## config.mk

```make
export PLATFORM = sky130hd
export DESIGN_NAME = life_generation_stencil
export DESIGN_NICKNAME = d
export VERILOG_FILES = /design/src/rtl/core/lgs_pkg.sv /design/src/rtl/core/lgs_ram.sv /design/src/rtl/core/lgs_scan.sv /design/src/rtl/core/lgs_window.sv /design/src/rtl/core/lgs_out_fifo.sv /design/src/rtl/core/life_generation_stencil.sv
export SDC_FILE = /design/constraint.sdc
export NUM_CORES = 2
export LEC_CHECK = 0
export BUFFER_PORTS_ARGS = -buffer_cell sky130_fd_sc_hd__buf_2
export CELL_PAD_IN_SITES_DETAIL_PLACEMENT = 1
export CELL_PAD_IN_SITES_GLOBAL_PLACEMENT = 1
export CORE_MARGIN = 4
export CORE_UTILIZATION = 50
export DETAILED_ROUTE_END_ITERATION = 8
export PLACE_DENSITY_LB_ADDON = 0.1
export SETUP_SLACK_MARGIN = 0.5
export SLEW_MARGIN = 20
export SYNTH_ARGS = -nofsm -noshare
export SYNTH_HDL_FRONTEND = slang
export SYNTH_MEMORY_MAX_BITS = 65536
export SYNTH_SLANG_ARGS = --single-unit
```

## constraint.sdc

```tcl
create_clock -name clock -period 30 [get_ports clock]
set_input_delay 1.5 -clock clock [delete_from_list [all_inputs] [get_ports clock]]
set_output_delay 1.5 -clock clock [all_outputs]
set_load 0.02 [all_outputs]
```

## src/rtl/core/lgs_pkg.sv

```systemverilog
`timescale 1ns / 1ps
package lgs_pkg;

   localparam int COLS_WIDTH = 12;
   localparam int ROWS_WIDTH = 11;

   localparam logic [COLS_WIDTH-1:0] COLS_RESET = 12'd1599;
   localparam logic [ROWS_WIDTH-1:0] ROWS_RESET = 11'd959;

   localparam logic CSR_COLS = 1'b0;
   localparam logic CSR_ROWS = 1'b1;

   localparam logic [3:0] BIRTH_COUNT = 4'd3;
   localparam logic [3:0] SURVIVE_MIN = 4'd2;
   localparam logic [3:0] SURVIVE_MAX = 4'd3;

   localparam int OUT_DEPTH = 4;
   localparam int OUT_PTR_WIDTH = $clog2(OUT_DEPTH);
   localparam int OUT_CNT_WIDTH = $clog2(OUT_DEPTH + 1);

   typedef struct packed {
      logic valid;
      logic alive;
      logic produce;
      logic last;
   } stage_type;

   typedef struct packed {
      logic next_alive;
      logic last_cell;
   } result_type;

endpackage

```

## src/rtl/core/lgs_ram.sv

```systemverilog
`timescale 1ns / 1ps
module lgs_ram #(
   parameter int WIDTH = 2,
   parameter int DEPTH = 2050
) (
   input  logic                     clock,
   input  logic                     wr_en,
   input  logic [$clog2(DEPTH)-1:0] wr_addr,
   input  logic [WIDTH-1:0]         wr_data,
   input  logic                     rd_en,
   input  logic [$clog2(DEPTH)-1:0] rd_addr,
   output logic [WIDTH-1:0]         rd_data
);

   logic [WIDTH-1:0] mem_ff [DEPTH];
   logic [WIDTH-1:0] rd_data_ff;

   always_ff @(posedge clock) begin
      if (wr_en) begin
         mem_ff[wr_addr] <= wr_data;
      end
      if (rd_en) begin
         rd_data_ff <= mem_ff[rd_addr];
      end
   end

   assign rd_data = rd_data_ff;

endmodule

```

## src/rtl/core/lgs_scan.sv

```systemverilog
`timescale 1ns / 1ps
module lgs_scan
   import lgs_pkg::*;
#(
   parameter int MAX_COLS = 2048,
   parameter int MAX_ROWS = 1024
) (
   input  logic                              clock,
   input  logic                              reset,
   input  logic                              csr_write_enable,
   input  logic                              csr_index,
   input  logic [COLS_WIDTH-1:0]             csr_write_data,
   input  logic                              accept,
   input  logic                              cell_alive,
   output logic [$clog2(MAX_COLS+2)-1:0]     rd_addr,
   output stage_type                         stage,
   output logic [$clog2(MAX_COLS+2)-1:0]     stage_idx
);

   localparam int CW = $clog2(MAX_COLS + 2);
   localparam int RW = $clog2(MAX_ROWS + 2);
   localparam int CXW = (CW > COLS_WIDTH) ? CW : COLS_WIDTH;
   localparam int RXW = (RW > ROWS_WIDTH) ? RW : ROWS_WIDTH;

   logic [COLS_WIDTH-1:0] cols_ff;
   logic [ROWS_WIDTH-1:0] rows_ff;
   logic [CW-1:0]         col_count_ff, col_count_in;
   logic [RW-1:0]         row_count_ff, row_count_in;
   stage_type             stage_ff, stage_in;
   logic [CW-1:0]         stage_idx_ff;

   logic [CXW-1:0] cols_ext, nc_wide;
   logic [RXW-1:0] rows_ext, nr_wide;
   logic [CW-1:0]  nc1;
   logic [RW-1:0]  nr1;
   logic           frame;

   always_comb begin
      cols_ext = CXW'(cols_ff);
      rows_ext = RXW'(rows_ff);
      if (cols_ext == '0) begin
         nc_wide = CXW'(1);
      end else if (cols_ext > CXW'(MAX_COLS)) begin
         nc_wide = CXW'(MAX_COLS);
      end else begin
         nc_wide = cols_ext;
      end
      if (rows_ext == '0) begin
         nr_wide = RXW'(1);
      end else if (rows_ext > RXW'(MAX_ROWS)) begin
         nr_wide = RXW'(MAX_ROWS);
      end else begin
         nr_wide = rows_ext;
      end
      nc1 = CW'(nc_wide) + CW'(1);
      nr1 = RW'(nr_wide) + RW'(1);

      frame = (col_count_ff == '0) || (row_count_ff == '0) ||
              (col_count_ff >= nc1) || (row_count_ff >= nr1);

      stage_in.valid   = accept;
      stage_in.alive   = cell_alive & ~frame;
      stage_in.produce = (col_count_ff >= CW'(2)) && (row_count_ff >= RW'(2)) &&
                         (col_count_ff <= nc1) && (row_count_ff <= nr1);
      stage_in.last    = (col_count_ff == nc1) && (row_count_ff == nr1);

      col_count_in = col_count_ff;
      row_count_in = row_count_ff;
      if (accept) begin
         if (col_count_ff >= nc1) begin
            col_count_in = '0;
            row_count_in = (row_count_ff >= nr1) ? '0 : row_count_ff + RW'(1);
         end else begin
            col_count_in = col_count_ff + CW'(1);
         end
      end
   end

   always_ff @(posedge clock) begin
      if (reset) begin
         cols_ff      <= COLS_RESET;
         rows_ff      <= ROWS_RESET;
         col_count_ff <= '0;
         row_count_ff <= '0;
         stage_ff     <= '0;
      end else begin
         if (csr_write_enable) begin
            case (csr_index)
               CSR_COLS: cols_ff <= csr_write_data;
               CSR_ROWS: rows_ff <= csr_write_data[ROWS_WIDTH-1:0];
               default: ;
            endcase
         end
         col_count_ff <= col_count_in;
         row_count_ff <= row_count_in;
         stage_ff     <= stage_in;
      end
      if (accept) begin
         stage_idx_ff <= col_count_ff;
      end
   end

   assign rd_addr   = col_count_ff;
   assign stage     = stage_ff;
   assign stage_idx = stage_idx_ff;

endmodule

```

## src/rtl/core/lgs_window.sv

```systemverilog
`timescale 1ns / 1ps
module lgs_window
   import lgs_pkg::*;
#(
   parameter int ADDR_WIDTH = 12
) (
   input  logic                  clock,
   input  logic                  reset,
   input  stage_type             stage,
   input  logic [ADDR_WIDTH-1:0] stage_idx,
   input  logic [1:0]            rd_data,
   output logic                  wr_en,
   output logic [ADDR_WIDTH-1:0] wr_addr,
   output logic [1:0]            wr_data,
   output logic                  push,
   output result_type            push_data
);

   logic [8:0] window_ff, window_in;
   logic [2:0] column;
   logic [3:0] total, around;
   logic       centre;

   always_comb begin
      // column bits: top, middle, arriving cell
      column    = {stage.alive, rd_data[0], rd_data[1]};
      window_in = {column, window_ff[8:3]};
      total     = '0;
      for (int i = 0; i < 9; i++) begin
         total = total + 4'(window_in[i]);
      end
      centre = window_in[4];
      around = total - 4'(centre);
      if (centre) begin
         push_data.next_alive = (around == SURVIVE_MIN) || (around == SURVIVE_MAX);
      end else begin
         push_data.next_alive = (around == BIRTH_COUNT);
      end
      push_data.last_cell = stage.last;
   end

   always_ff @(posedge clock) begin
      if (reset) begin
         window_ff <= '0;
      end else if (stage.valid) begin
         window_ff <= window_in;
      end
   end

   assign wr_en   = stage.valid;
   assign wr_addr = stage_idx;
   assign wr_data = {rd_data[0], stage.alive};
   assign push    = stage.valid & stage.produce;

endmodule

```

## src/rtl/core/lgs_out_fifo.sv

```systemverilog
`timescale 1ns / 1ps
module lgs_out_fifo
   import lgs_pkg::*;
(
   input  logic                     clock,
   input  logic                     reset,
   input  logic                     push,
   input  result_type               push_data,
   output logic                     rsp_valid,
   input  logic                     rsp_ready,
   output result_type               rsp_data,
   output logic [OUT_CNT_WIDTH-1:0] count
);

   result_type                 mem_ff [OUT_DEPTH];
   logic [OUT_PTR_WIDTH-1:0]   wr_ptr_ff, rd_ptr_ff;
   logic [OUT_CNT_WIDTH-1:0]   count_ff;
   logic                       pop;

   assign pop = rsp_valid & rsp_ready;

   always_ff @(posedge clock) begin
      if (reset) begin
         wr_ptr_ff <= '0;
         rd_ptr_ff <= '0;
         count_ff  <= '0;
      end else begin
         if (push) begin
            wr_ptr_ff <= wr_ptr_ff + OUT_PTR_WIDTH'(1);
         end
         if (pop) begin
            rd_ptr_ff <= rd_ptr_ff + OUT_PTR_WIDTH'(1);
         end
         case ({push, pop})
            2'b10:   count_ff <= count_ff + OUT_CNT_WIDTH'(1);
            2'b01:   count_ff <= count_ff - OUT_CNT_WIDTH'(1);
            default: count_ff <= count_ff;
         endcase
      end
      if (push) begin
         mem_ff[wr_ptr_ff] <= push_data;
      end
   end

   assign rsp_valid = (count_ff != '0);
   assign rsp_data  = mem_ff[rd_ptr_ff];
   assign count     = count_ff;

`ifndef SYNTHESIS
   a_no_overflow: assert property (@(posedge clock) disable iff (reset)
      push |-> (count_ff != OUT_CNT_WIDTH'(OUT_DEPTH)) || pop)
      else $error("result queue overflow");

   a_count_bound: assert property (@(posedge clock) disable iff (reset)
      count_ff <= OUT_CNT_WIDTH'(OUT_DEPTH))
      else $error("result queue count out of range");

   a_pop_only: assert property (@(posedge clock) disable iff (reset)
      pop && !push |=> count_ff == $past(count_ff) - OUT_CNT_WIDTH'(1))
      else $error("result queue count not reduced on pop");

   a_pointer_gap: assert property (@(posedge clock) disable iff (reset)
      OUT_PTR_WIDTH'(wr_ptr_ff - rd_ptr_ff) == OUT_PTR_WIDTH'(count_ff))
      else $error("result queue pointers disagree with count");
`endif

endmodule

```

## src/rtl/core/life_generation_stencil.sv

```systemverilog
`timescale 1ns / 1ps
// life generation stencil, rule b3/s23
// req_ channel: one cell of the framed board per item, raster order,
//   (cols+2) x (rows+2) cells per generation; frame cells are taken as dead
// rsp_ channel: next state of each interior cell, last_cell set on the
//   final interior cell of the generation
// csr_ port: index 0 writes cols, index 1 writes rows; write only while idle
// throughput: one item per cycle while req_ready is high, set by the single line-store
//   ram read and write-back per item
// result path: the item completing a neighbourhood is registered in the scan stage and
//   the line-store read, and its result is then written into the result buffer, from which
//   the receiver can take it; the first two padded rows and columns give none
// reset: size registers return to 1599 x 959, scan counters and window clear;
//   the line store needs no clearing as the frame rows rewrite it before use
// receiver stall: results queue in a four-entry buffer; req_ready drops only
//   when the buffer and the item in flight would fill it
module life_generation_stencil
   import lgs_pkg::*;
#(
   parameter int MAX_COLS = 2048,
   parameter int MAX_ROWS = 1024
) (
   input  logic                  clock,
   input  logic                  reset,
   input  logic                  req_valid,
   output logic                  req_ready,
   input  logic                  req_cell_alive,
   output logic                  rsp_valid,
   input  logic                  rsp_ready,
   output logic                  rsp_next_alive,
   output logic                  rsp_last_cell,
   input  logic                  csr_write_enable,
   input  logic                  csr_index,
   input  logic [COLS_WIDTH-1:0] csr_write_data
);

   localparam int DEPTH = MAX_COLS + 2;
   localparam int AW    = $clog2(DEPTH);

   logic                     accept;
   logic [AW-1:0]            rd_addr, stage_idx, wr_addr;
   stage_type                stage;
   logic [1:0]               rd_data, wr_data;
   logic                     wr_en, push;
   result_type               push_data, rsp_data;
   logic [OUT_CNT_WIDTH-1:0] count;

   assign req_ready = ({1'b0, count} + (OUT_CNT_WIDTH+1)'(stage.valid))
                      <= (OUT_CNT_WIDTH+1)'(OUT_DEPTH - 1);
   assign accept    = req_valid & req_ready;

   lgs_scan #(
      .MAX_COLS(MAX_COLS),
      .MAX_ROWS(MAX_ROWS)
   ) u_scan (
      .clock           (clock),
      .reset           (reset),
      .csr_write_enable(csr_write_enable),
      .csr_index       (csr_index),
      .csr_write_data  (csr_write_data),
      .accept          (accept),
      .cell_alive      (req_cell_alive),
      .rd_addr         (rd_addr),
      .stage           (stage),
      .stage_idx       (stage_idx)
   );

   lgs_ram #(
      .WIDTH(2),
      .DEPTH(DEPTH)
   ) u_row_store (
      .clock  (clock),
      .wr_en  (wr_en),
      .wr_addr(wr_addr),
      .wr_data(wr_data),
      .rd_en  (accept),
      .rd_addr(rd_addr),
      .rd_data(rd_data)
   );

   lgs_window #(
      .ADDR_WIDTH(AW)
   ) u_window (
      .clock    (clock),
      .reset    (reset),
      .stage    (stage),
      .stage_idx(stage_idx),
      .rd_data  (rd_data),
      .wr_en    (wr_en),
      .wr_addr  (wr_addr),
      .wr_data  (wr_data),
      .push     (push),
      .push_data(push_data)
   );

   lgs_out_fifo u_out_fifo (
      .clock    (clock),
      .reset    (reset),
      .push     (push),
      .push_data(push_data),
      .rsp_valid(rsp_valid),
      .rsp_ready(rsp_ready),
      .rsp_data (rsp_data),
      .count    (count)
   );

   assign rsp_next_alive = rsp_data.next_alive;
   assign rsp_last_cell  = rsp_data.last_cell;

endmodule
```

==> results.tsv <==
metric	value	unit
outcome	finished, final reports clean	
crit_fanout	103	
ys_ff_latch	4187	
postRouteAntennaNets	0	
tightest_slew	1.29	ns
setup_tns	0	ns
synth_compound_area_share	3.68	%
syn_inst	10300	
cts_resized	0	
power.density	64.6	nW/um2
synth_simple_gate_area_share	6.88	%
synth_edf_count	4122	
crit_arrival	8.33	ns
grt_pass1_vias	103000	
syn_avg_cell_area	16.7	um2
grt_pass1_wl	823000	um
wl_per_cell	39.2	um
r2r_setup_slack	22.47	ns
grt_start_max_net_pins	253	
vias_per_cell	6.69	
synthAdderAreaFrac	0.363	%
p_total	12400	uW
synth_top_family_by_area	multiplexers	
crit_path_max_incr_delay	0.81	ns
synth_cell_types	84	
path_cells	buf_4 > buf_4 > buf_4 > buf_4 > buf_12 > mux2i_1 > a221oi_2 > nand4_1 > nor4_2 > nor2_1 > mux4_2 > a211o_1 > a31oi_1	
drive_gt1_share	17.4	%
fmax	133	MHz
via_count	102000	
ir_drop	47.7	uV
yosysWarnings	0	
area_delta_synth_final	10.9	%
start_util	50.2	%
syn_area	172000	um2
hold_viol	0	
path_class	flip-flop to flip-flop	
power_leakage	0.0545	uW
num_rows	215	
mostFrequentLayoutCell	edfxtp_1	
cts.sinks	4187	
skew	0.0611	ns
post_cts_buffers	0	
place_ws	22.71	ns
root_buffer	clkbuf_16	
path_clk_slew	0.06	ns
design.portCount	23	
clkLatencyLatePin	1.00	ns
dp_cells	14400	
worst_setup_path_start_kind	flip-flop	
port_buffers	22	
core	343000	um2
hold_path.class	flip-flop to flip-flop	
place_congestion	0.834	
slew_headroom	14.0	%
final_cells	15200	
period_share	25.1	%
htree_levels	5	
cp_slowest_cell	dfxtp_4	
die_x	595	um
cp-end-kind	flip-flop	
asyncSetResetFlopFracSynth	0	%
synthXorXnorAreaFrac	0.213	%
first_iter_violations	15600	
period_minus_slack	7.53	ns
layout_common_cells	4122 x edfxtp_1, 2147 x nor2_1, 731 x mux2i_1, 667 x mux4_2, 446 x clkbuf_16	
tritoncts	yes	
grt_antenna_before_repair	54	
rsz0062_at_grt	no	
die-area	354000	um2
slew_violations	0	
setup_ws	22.47	ns
placed_area	177000	um2
nets	10400	
cts_buffers	436	
die_y	595	um
path_common_cell	buf_4	
synth_ff_type	edfxtp_1	
synthMuxAreaShare	13.3	%
first_pass_iters	5	
holdBufCountCts	0	
required	30.79	ns
clock_path_buffers	4	
yosysSeqAreaShare	72.6	%
gr-total-overflow	0	
setup_viol	0	
drcViolationCount	0	
design_area	191000	um2
wl	597000	um
fillers	31000	
place_hpwl	335000	um
maxCapViolCount	0	
synth_nets	10400	
grtUsageTotal	33.2	%
## cell usage after synthesis (29+ instances only)
master | number | area share [%]
nor3_1 | 53 | 0.15
a22oi_1 | 381 | 1.7
clkbuf_1 | 487 | 1.1
nor4_1 | 30 | 0.11
mux2i_1 | 731 | 4.2
ha_1 | 42 | 0.30
a21oi_1 | 126 | 0.37
a221oi_1 | 44 | 0.22
mux4_2 | 667 | 8.7
a22o_1 | 41 | 0.21
nand4_1 | 75 | 0.27
o22ai_1 | 68 | 0.25
inv_1 | 29 | 0.063
o21ai_0 | 45 | 0.13
nor2b_1 | 30 | 0.11
buf_2 | 68 | 0.20
nand2_1 | 279 | 0.61
and3_1 | 34 | 0.12
buf_6 | 133 | 0.87
buf_1 | 36 | 0.078
dfxtp_1 | 65 | 0.75
buf_4 | 62 | 0.27
nand3_1 | 130 | 0.38
edfxtp_1 | 4122 | 72
nor2_1 | 2155 | 4.7
## metrics by stage
| stage | hold WS, ns | utilization [%] |
|---|---|---|
| after global routing | 0.528 | 55.7 |
| final | 0.502 | 55.7 |
| after detailed placement | 0.492 | 51.6 |
| after floorplan | 0.435 | - |
| after CTS | 0.498 | 55.6 |
| after global placement | 0.476 | 51.5 |
## per-layer routing
layer,up-vias,GRT usage [%],part of all wire (%)
met5,-,0,0.024
met4,20,14.2,4.9
met3,1236,6.53,10
met2,6153,51.4,46
met1,54400,46.3,38
li1,40200,-,-
## cell families after synthesis
| group | after synthesis |
|---|---|
| and+or+nand+nor | 2884 |
| muxes | 1435 |
| buffers and inverters | 862 |
| adders and majority gates | 47 |
| DFF | 4187 |
| xor gates and xnor gates | 42 |
| AOI/OAI and AO/OA | 876 |
## state kept, by name (all words and copies together) (netlist names), named ones only
register / flops
u_scan.stage_idx: 12
u_scan.rows_ext: 11
u_scan.stage: 4
u_out_fifo.wr_ptr_ff: 2
u_scan.rd_addr: 12
u_row_store.mem_ff: 4100
u_row_store.rd_data: 2
u_out_fifo.count: 3
u_out_fifo.rd_ptr_ff: 2
u_out_fifo.mem_ff: 8
u_window.window_ff: 6
u_scan.row_count_ff: 11
u_scan.cols_ext: 12
## worst max-delay path: cells and delay by family, from the launching register on
family / cells / cell delay (ns)
simple gates: 3 / 1.02
flops: 1 / 0.81
buf+inv: 5 / 3.49
mux: 2 / 0.77
compound gates: 3 / 0.82
## path summary, 6_finish.rpt
path,startpoint,to,depth (start not counted)
worst min-delay path,u_window.window_ff[3]$_SDFFE_PP0P_,u_window.window_ff[3]$_SDFFE_PP0P_,2
worst min register to register,u_window.window_ff[3]$_SDFFE_PP0P_,u_window.window_ff[3]$_SDFFE_PP0P_,2
worst max-delay path,u_scan.rd_addr[1]$_SDFFE_PP0P_,u_row_store.rd_data[0]$_DFFE_PP_,13
worst max register to register,u_scan.rd_addr[1]$_SDFFE_PP0P_,u_row_store.rd_data[0]$_DFFE_PP_,13
## power breakdown
part	switching [uW]	internal [uW]
combinational	372	228
sequential	13.1	6390
clock	2320	3030
## layout make-up
cell class | instances | area [um2] | share of cell area [%]
well taps | 4557 | 5700 | 2.98
flip-flops and latches | 4187 | 125000 | 65.5
clock buffers | 518 | 11400 | 5.98
inverters | 33 | 125 | 0.0655
multi-input cells | 5284 | 43300 | 22.7
clock inverters | 298 | 2500 | 1.31
diodes | 21 | 52.6 | 0.0275
repair buffers | 350 | 2890 | 1.51
No activity file was read; power rests on OpenSTA's default activity.
